`config.mk`:
```
export PLATFORM = sky130hd
export DESIGN_NAME = arp_ctrl
export DESIGN_NICKNAME = d
export VERILOG_FILES = /design/src/rtl/core/arp_pkg.sv /design/src/rtl/core/arp_ctrl.sv
export SDC_FILE = /design/constraint.sdc
export NUM_CORES = 1
export LEC_CHECK = 0
export BUFFER_PORTS_ARGS = -buffer_cell sky130_fd_sc_hd__buf_2
export CORE_AREA = 4 4 41 43
export CTS_BUF_LIST = sky130_fd_sc_hd__clkbuf_16
export DETAILED_ROUTE_END_ITERATION = 8
export DIE_AREA = 0 0 45 47
export SYNTH_ARGS = -nofsm -noshare
export SYNTH_HDL_FRONTEND = slang
export SYNTH_SLANG_ARGS = --single-unit
```
`constraint.sdc`:
```
create_clock -name clock -period 1 [get_ports clock]
set_input_delay 0 -clock clock [delete_from_list [all_inputs] [get_ports clock]]
set_output_delay 0 -clock clock [all_outputs]
set_load 0.02 [all_outputs]
```
`src/rtl/core/arp_pkg.sv`:
```
// ----------------------------------------------------------------------------
// ARP cache package
// Shared widths, command and status codes, slot layout, controller state and
// the command and status groups between the controller and the datapath.
// ----------------------------------------------------------------------------
package arp_pkg;

   localparam int ARP_BUCKETS = 16;
   localparam int ARP_WAYS    = 4;

   localparam int CMD_W    = 2;
   localparam int IP_W     = 32;
   localparam int MAC_W    = 48;
   localparam int STATUS_W = 2;

   // Address bits consumed by the remainder unit in one cycle.
   localparam int REM_DIGIT_W = 8;

   localparam logic [CMD_W-1:0] CMD_ADD    = 2'd0;
   localparam logic [CMD_W-1:0] CMD_LOOKUP = 2'd1;
   localparam logic [CMD_W-1:0] CMD_DELETE = 2'd2;

   localparam logic [STATUS_W-1:0] ST_OK         = 2'd0;
   localparam logic [STATUS_W-1:0] ST_UNRESOLVED = 2'd1;
   localparam logic [STATUS_W-1:0] ST_FULL       = 2'd2;

   typedef struct packed {
      logic             valid;
      logic             resolved;
      logic [IP_W-1:0]  ip;
      logic [MAC_W-1:0] mac;
   } slot_type;

   typedef enum logic [2:0] {
      FSM_CLEAR,
      FSM_IDLE,
      FSM_REM,
      FSM_READ,
      FSM_UPDATE
   } arp_state_type;

   typedef struct packed {
      logic load;
      logic rem_step;
      logic rd_en;
      logic update;
      logic clear_en;
   } arp_cmd_type;

   typedef struct packed {
      logic rem_done;
      logic clear_last;
   } arp_stat_type;

endpackage

```
`src/rtl/core/arp_ctrl.sv`:
```
// ----------------------------------------------------------------------------
// ARP cache controller
// Sequences the clearing pass, command capture, bucket index computation,
// bucket read and write-back, and owns the response valid flag.
// ----------------------------------------------------------------------------
module arp_ctrl
   import arp_pkg::*;
#(
   parameter int BUCKETS = ARP_BUCKETS
) (
   input  logic         clock,
   input  logic         reset,
   input  logic         req_valid,
   output logic         req_ready,
   output logic         rsp_valid,
   input  logic         rsp_ready,
   input  arp_stat_type stat,
   output arp_cmd_type  cmd
);

   localparam bit POW2 = ((BUCKETS & (BUCKETS - 1)) == 0);

   arp_state_type state_ff, state_in;
   logic          rsp_valid_ff, rsp_valid_in;
   logic          out_free;
   logic          accept;

   assign out_free  = !rsp_valid_ff || rsp_ready;
   assign req_ready = (state_ff == FSM_IDLE) || ((state_ff == FSM_UPDATE) && out_free);
   assign accept    = req_valid && req_ready;

   always_comb begin
      state_in = state_ff;
      unique case (state_ff)
         FSM_CLEAR: begin
            if (stat.clear_last) begin
               state_in = FSM_IDLE;
            end
         end
         FSM_IDLE: begin
            if (accept) begin
               state_in = POW2 ? FSM_READ : FSM_REM;
            end
         end
         FSM_REM: begin
            if (stat.rem_done) begin
               state_in = FSM_READ;
            end
         end
         FSM_READ: begin
            state_in = FSM_UPDATE;
         end
         FSM_UPDATE: begin
            if (out_free) begin
               if (accept) begin
                  state_in = POW2 ? FSM_READ : FSM_REM;
               end else begin
                  state_in = FSM_IDLE;
               end
            end
         end
         default: begin
            state_in = FSM_IDLE;
         end
      endcase
   end

   always_comb begin
      cmd.load     = accept;
      cmd.rem_step = (state_ff == FSM_REM);
      cmd.rd_en    = (state_ff == FSM_READ);
      cmd.update   = (state_ff == FSM_UPDATE) && out_free;
      cmd.clear_en = (state_ff == FSM_CLEAR);
   end

   always_comb begin
      rsp_valid_in = rsp_valid_ff;
      if (cmd.update) begin
         rsp_valid_in = 1'b1;
      end else if (rsp_ready) begin
         rsp_valid_in = 1'b0;
      end
   end

   always_ff @(posedge clock) begin
      if (reset) begin
         state_ff     <= FSM_CLEAR;
         rsp_valid_ff <= 1'b0;
      end else begin
         state_ff     <= state_in;
         rsp_valid_ff <= rsp_valid_in;
      end
   end

   assign rsp_valid = rsp_valid_ff;

endmodule
```
==> metrics.cfg, run 1 <==
[logic_synthesis]
synth_top_cell_by_area = dfxtp_1
yosysWarnings = 0
netlist_area_um2 = 236
ys_seq_area_share_pct = 33.9
ys_types = 16
synth_nets = 33
synth_top_area_share_pct = 33.9
synth_seq_cells = 4
synthTopCellsByArea = dfxtp_1 34%, nor2b_1 11%, a21oi_1 8.5%
syn_area_per_cell_um2 = 8.76
synthesis.instances = 27

[detailed_routing]
ant_nets = 0
routed.top_layer = met4
post_drt_wl_per_cell_um = 12.2
drc_errors = 0
routed_wl_um = 779
dr_wl_met3_um = 94
firstDrtPassIters = 3
vias_per_cell = 4.52
met2_wirelength_um = 343
drt-met1-wl_um = 306
drt_iter0_drc = 3
num_vias = 289

[sta]
rsz0062_at_grt = yes
finalClockSkew_ps = 0.247
worst_slew_pin_slew_ps = 263
whs_ps = 99.9
layout_min_cycle_time_ps = 1270
fin_ws_ps = -267
hold_viol_final = 0
setup_viol = 10
fmax_mhz = 789
period_share_pct = 127
maxSlewHeadroom_pct = 82.5
maxSlewViolCount = 0

[floorplan]
dieWidth_um = 45
die-area_mm2 = 0.00212
core_area_mm2 = 0.00130
start_util_pct = 18.2
io_pins = 13
std_cell_rows = 13
die_h_um = 47

[run_status]
violations = negative setup slack
outcome = finished with violations

[cts]
cts_max_level = 1
clock_sinks = 4
clk_pin_slew_worst_paths_ps = 30
clk_latency_ps = 220
numCtsBuffers = 3
cts.path.max_buffers = 2
cts_root_buffer = clkbuf_16
cts_tree = done

[layout]
n_antenna_cell = 0
multi_input_comb_area_um2 = 230
final_cell_mix = 8 x buf_4, 6 x buf_2, 6 x buf_6
finalNetCount = 57
layout-drive-gt1-share_pct = 89.8
nFillCells = 124
regArea_um2 = 87.6
final_common_cell = buf_4
area_growth_pct = 145

[power_and_ir_drop]
power_density_mw_per_mm2 = 1720
p_leak_nw = 0.254
vdd_drop_max_mv = 0.801

[worst_setup_path]
critical_path_class = flop to primary output
critPathMaxFanout = 3
crit_path_start_kind = flop
crit_slowest_cell = or3b_4
crit_required_ps = 1000
arrival_ps = 1270
slowest_delay_ps = 390
end_kind = primary output
crit_chain = or3b_4 -> and2b_2 -> buf_6

[place]
io_buffers = 12
dpl.hpwl_um = 480
place_congestion = 0.719
dp_slack_ps = -80.6

[global_routing]
grt_first_pass_wirelength_um = 1120
antenna_found_initial = 0
grt_remaining_overflow = 0
grt_max_degree = 6
grt_pass1_vias = 251
gr-usage-all-layers_pct = 8.70

[hold_path]
hold_class = input port to flop

[job]
cap_violations = 0

-- synthesized netlist by cell type --
| master | number |
|---|---|
| and2_2 | 1 |
| nor3_1 | 1 |
| dfxtp_1 | 4 |
| and2b_2 | 2 |
| buf_4 | 2 |
| or2b_1 | 1 |
| nor2_1 | 1 |
| nor4_1 | 1 |
| or3b_4 | 1 |
| nor2b_1 | 4 |
| o21ba_1 | 1 |
| nor2_2 | 1 |
| a21oi_1 | 4 |
| nand3_1 | 1 |
| nor3b_1 | 1 |
| a2111oi_0 | 1 |
-- cell families after synthesis --
family                 synth area share (%)
flip-flops                             33.9
AO/OA/AOI/OAI                          16.4
AND/OR/NAND/NOR                        43.4
buffers and inverters                  6.35
-- routing by layer --
layer | GRT usage, % | vias up
li1 | - | 139
met1 | 9.79 | 133
met2 | 9.89 | 13
met3 | 5.36 | 4
met4 | 10.5 | 0
met5 | 0 | -
-- state kept, by name (all words and copies together) (netlist names) --
name	flops
rsp_valid	1
state_ff	3
-- what timing repair did --
item / 4_1_cts / 5_1_grt
buffers inserted: 2 / 4
setup endpoints to repair: 8 / 10
hold buffers: 1 / 0
resized for setup: 18 / 13
pin swaps: 5 / 4
hold endpoints to repair: 3 / 0
cloned: 0 / 0
-- final timing paths --
check	endpoint	from	cells past startpoint	slack, ps
setup / recovery	cmd[1]	state_ff[1]$_SDFFE_PP0P_	3	-270
hold / removal	rsp_valid$_SDFFE_PP0P_	rsp_ready	3	100
setup reg to reg	state_ff[2]$_SDFFE_PP0P_	state_ff[1]$_SDFFE_PP0P_	4	-150
hold reg to reg	rsp_valid$_SDFFE_PP0P_	rsp_valid$_SDFFE_PP0P_	2	640
-- through the flow --
step / power (mW) / util, % / cells / instance area (µm²) / TNS, ps
final: 0.998 / 44.5 / 64 / 579 / -1340
after global routing: 1.05 / 44.5 / 64 / 579 / -1720
after CTS: 0.981 / 38.3 / 61 / 498 / -1260
after detailed placement: 0.298 / 25.6 / 55 / 333 / -159
after global placement: 0.296 / 25.6 / 55 / 333 / -143
after floorplan: 0.254 / - / 27 / 250 / -75.6
-- where the power goes --
group | internal (mW) | total, mW | switching (mW) | leakage [nW]
clock network | 0.511 | 0.626 | 0.115 | 0.0370
registers | 0.171 | 0.180 | 0.00906 | 0.0346
logic | 0.101 | 0.192 | 0.0910 | 0.183
-- final cells by class --
cell class,instances,area share [%]
Sequential cell,4,15.1
Timing Repair Buffer,21,28.9
Tap cell,15,3.24
Clock buffer,3,13.0
Multi-Input combinational cell,21,39.7
-- critical path, delay by kind of cell (launching register included) --
family                 cells  cell delay (ps)
flip-flops                 1              320
buffers and inverters      1              110
AND/OR/NAND/NOR            2              610
Power figures use the tool's default switching activity.
==> run 2, diff against run 1 <==
- PLACE_DENSITY: not set -> 0.43
==> run 2 against run 1 <==
Net effect: the run still ends with negative setup slack left; sequential power about the same; non-clock buffer count down 1; flip-flop and latch count unchanged; clock-buffer cell count unchanged; die area unchanged; cell count down 1.6%; critical path depth unchanged; clock skew about the same; register-to-register slack about the same; global-route usage down 1.3 points.
==> metrics.cfg, run 2 (synthesized netlist as in run 1, its figures left out) <==
[run_status]
outcome = finished with violations
violations = negative setup slack

[sta]
maxSlewViolCount = 0
layout_min_cycle_time_ps = 1270
maxSlewHeadroom_pct = 74.1
finalClockSkew_ps = 0.160
fmax_mhz = 789
rsz0062_at_grt = yes
worst_slew_pin_slew_ps = 378
period_share_pct = 127
fin_ws_ps = -268
setup_tns_ps = -1330
setup_viol = 10
hold_viol_final = 0

[power_and_ir_drop]
power_density_mw_per_mm2 = 1810
power_mw = 0.960
vdd_drop_max_mv = 1.16
p_leak_nw = 0.243

[cts]
cts_root_buffer = clkbuf_16
clk_pin_slew_worst_paths_ps = 30
cts_max_level = 1
clk_latency_ps = 220
cts.path.max_buffers = 2
numCtsBuffers = 3
clock_sinks = 4
cts_tree = done

[floorplan]
std_cell_rows = 13
dieWidth_um = 45
core_area_mm2 = 0.00130
start_util_pct = 18.2
die-area_mm2 = 0.00212
io_pins = 13
die_h_um = 47

[layout]
area_growth_pct = 125
top_register = state_ff
instances_no_fill = 63
finalNetCount = 56
layout-drive-gt1-share_pct = 81.3
nFillCells = 137
stdcell_area_um2 = 532
final_common_cell = buf_2
final_cell_mix = 8 x buf_2, 6 x buf_6, 5 x buf_4
n_antenna_cell = 0
largest_reg_flops = 3

[worst_setup_path]
crit_path_start_kind = flop
crit_slowest_cell = or3b_4
critical_path_class = flop to primary output
critPathMaxFanout = 5
crit_chain = or3b_4 -> and2b_2 -> buf_6
end_kind = primary output
crit_required_ps = 1000
arrival_ps = 1270
slowest_delay_ps = 390

[place]
place_congestion = 0.643
placed_cells_incl_taps = 55
place_area_um2 = 333
io_buffers = 12
dpl.hpwl_um = 454

[global_routing]
antenna_found_initial = 0
grt_max_degree = 6
gr-usage-all-layers_pct = 7.42
grt_pass1_vias = 262
grt_first_pass_wirelength_um = 1100
grt_remaining_overflow = 0

[hold_path]
hold_class = input port to flop

[detailed_routing]
ant_nets = 0
firstDrtPassIters = 2
post_drt_wl_per_cell_um = 10.4
drt_iter0_drc = 3
num_vias = 272
routed_wl_um = 656
vias_per_cell = 4.32
drc_errors = 0

[job]
cap_violations = 0

run 2: path summary, 6_finish.rpt:
kind / from / end / slack [ps] / cells after the start
hold reg to reg: state_ff[0]$_SDFFE_PP0P_ / state_ff[0]$_SDFFE_PP0P_ / 640 / 2
hold / removal: stat[1] / state_ff[0]$_SDFFE_PP0P_ / 160 / 3
setup reg to reg: state_ff[0]$_SDFFE_PP0P_ / state_ff[0]$_SDFFE_PP0P_ / -140 / 4
setup / recovery: state_ff[0]$_SDFFE_PP0P_ / cmd[1] / -270 / 3
run 2: stage by stage:
stage,utilization (%),hold slack (ps),setup WS (ps)
final,40.9,156,-268
after global routing,40.9,209,-295
after CTS,37.9,96.2,-266
after detailed placement,25.6,209,-75.1
after global placement,25.6,223,-74.4
after floorplan,-,61.7,-49.4
run 2: cell type report:
class	instances	area, µm²	area share, %
clock buffers	3	75.1	14.1
repair buffers	20	155	29.2
flip-flops and latches	4	85.1	16.0
multi-input cells	21	198	37.2
well taps	15	18.8	3.53
run 2: what timing repair did:
item / CTS / global route
endpoints found under the setup margin: 9 / 10
hold endpoints to repair: 3 / 0
cloned: 0 / 0
gates resized for setup: 17 / 5
buffers inserted: 2 / 2
pin swaps: 3 / 4
hold buffers: 1 / 0
run 2: power breakdown:
part	leakage, nW	internal, mW	switching (mW)	total (mW)
Sequential	0.0343	0.172	0.00985	0.181
Clock	0.0370	0.510	0.101	0.611
Combinational	0.172	0.0887	0.0789	0.168
Total	0.243	0.770	0.190	0.960
run 2: per-layer routing:
metal	share of wire, %	track usage [%]
met1	42	9.07
met2	49	10.2
met3	7.2	2.30
met4	2.0	7.02
met5	0	0
run 2: critical path: cells and delay by family, from the launching register on:
| kind | cells | cell delay, ps |
|---|---|---|
| buffers and inverters | 1 | 110 |
| and+or+nand+nor | 2 | 610 |
| DFF | 1 | 330 |
==> run 3, diff against run 2 <==
- ABC_CLOCK_PERIOD_IN_PS: not set -> 1000
- GPL_TIMING_DRIVEN: not set -> 0
==> run 3 against run 2 <==
Net effect: largest cell class unchanged; critical endpoint unchanged; non-clock buffer count rose by 1; the flow still finishes with violations (negative setup slack); via count rose by 3.3%; clock power rose by 0.8%; highest routed layer unchanged.
==> metrics.cfg, run 3 (synthesized netlist as in run 1, its figures left out) <==
[run_status]
outcome = finished with violations
violations = negative setup slack

[power_and_ir_drop]
p_comb_share_pct = 17.9
vdd_drop_max_mv = 1.15
seq_power_share_pct = 18.2
power_mw = 0.966
power.switching_mw = 0.195
internal-power_mw = 0.771
p_leak_nw = 0.251
switching_share_pct = 20.2
pwr-share-clk_pct = 63.8
power_density_mw_per_mm2 = 1750

[place]
dp_slack_ps = -213
io_buffers = 12
placed_cells_incl_taps = 54
place_congestion = 0.678
place_area_um2 = 329

[floorplan]
core_area_mm2 = 0.00130
die-area_mm2 = 0.00212
io_pins = 13
die_h_um = 47
dieWidth_um = 45
std_cell_rows = 13
start_util_pct = 18.2

[detailed_routing]
drc_errors = 0
ant_nets = 0
firstDrtPassIters = 2
routed_wl_um = 663
vias_per_cell = 4.39
drt_iter0_drc = 1
num_vias = 281
post_drt_wl_per_cell_um = 10.4

[sta]
finalClockSkew_ps = 2.35
rsz0062_at_grt = yes
worst_slew_pin_slew_ps = 439
maxSlewHeadroom_pct = 70.0
whs_ps = 167
fmax_mhz = 779
layout_min_cycle_time_ps = 1280
hold_viol_final = 0
maxSlewViolCount = 0
setup_viol = 9
fin_ws_ps = -284
period_share_pct = 128
setup_tns_ps = -1720

[cts]
cts_tree = done
numCtsBuffers = 3
clk_pin_slew_worst_paths_ps = 30
cts_root_buffer = clkbuf_16
clk_latency_ps = 220
clock_sinks = 4
cts_max_level = 1
cts.path.max_buffers = 2

[global_routing]
grt_first_pass_wirelength_um = 1090
grt_pass1_vias = 278
grt_max_degree = 8
antenna_found_initial = 0
gr-usage-all-layers_pct = 7.73
grt_remaining_overflow = 0

[worst_setup_path]
arrival_ps = 1280
critPathMaxFanout = 5
critical_path_class = flop to primary output
r2r_slack_ps = -240
crit_path_start_kind = flop
end_kind = primary output
crit_required_ps = 1000
reg2reg_depth = 5
worstReg2RegStart = state_ff[2]$_SDFFE_PP0P_
rr_endpoint = state_ff[0]$_SDFFE_PP0P_

[layout]
layout-drive-gt1-share_pct = 79.6
final_cell_mix = 8 x buf_2, 8 x buf_6, 4 x buf_4
instances_no_fill = 64
stdcell_area_um2 = 551
multi_input_comb_area_um2 = 194
final_core_util_pct = 42.3
top_register = state_ff
n_antenna_cell = 0
area_growth_pct = 133
finalNetCount = 57
nFillCells = 138
largest_reg_flops = 3
regArea_um2 = 92.6

[hold_path]
holdPathEnd = state_ff[0]$_SDFFE_PP0P_
hold_class = input port to flop
hp-start = stat[1]
hold_depth = 3

[job]
cap_violations = 0

run 3: critical path, stage by stage, from the launching register on:
cell	delay, ps
dfxtp_4	350
or3b_4	380
and2b_2	230
buf_6	110
run 3: layout make-up:
class / instances / area share (%)
well taps: 15 / 3.41
multi-input cells: 21 / 35.2
clock buffers: 3 / 13.6
repair buffers: 21 / 30.9
flip-flops and latches: 4 / 16.8
run 3: what timing repair did:
item | CTS | global route
endpoints found under the setup margin | 7 | 10
buffers inserted | 7 | 1
endpoints found under the hold margin | 3 | 0
resized for setup | 19 | 7
cloned | 0 | 0
pin swaps | 3 | 3
hold buffers | 1 | 0
run 3: how the worst max path moves through the flow:
stage,start,slack [ps],depth (start not counted),to
final,state_ff[2]$_SDFFE_PP0P_,-280,3,cmd[1]
after floorplan,state_ff[2]$_SDFFE_PP0P_,-50,3,cmd[1]
after global routing,state_ff[2]$_SDFFE_PP0P_,-310,3,cmd[1]
after CTS,state_ff[0]$_SDFFE_PP0P_,-290,3,cmd[1]
after global placement,state_ff[2]$_SDFFE_PP0P_,-210,4,cmd[1]
after detailed placement,state_ff[2]$_SDFFE_PP0P_,-210,4,cmd[1]
run 3: per-layer routing:
layer | GRT usage (%) | vias to the layer above | share of wire [%] | wire length, µm
li1 | - | 138 | - | -
met1 | 7.92 | 130 | 42 | 279
met2 | 11.0 | 9 | 48 | 318
met3 | 3.45 | 4 | 6.8 | 45
met4 | 8.77 | 0 | 3.0 | 20
met5 | 0 | - | 0 | 0
run 3: power groups by stage:
stage / sequential (mW) / combinational [mW] / clock (mW)
2_1_floorplan: 0.183 / 0.0710 / 0
3_3_place_gp: 0.186 / 0.105 / 0
3_5_place_dp: 0.187 / 0.104 / 0
4_1_cts: 0.175 / 0.151 / 0.626
5_1_grt: 0.178 / 0.184 / 0.638
6_report: 0.176 / 0.173 / 0.616
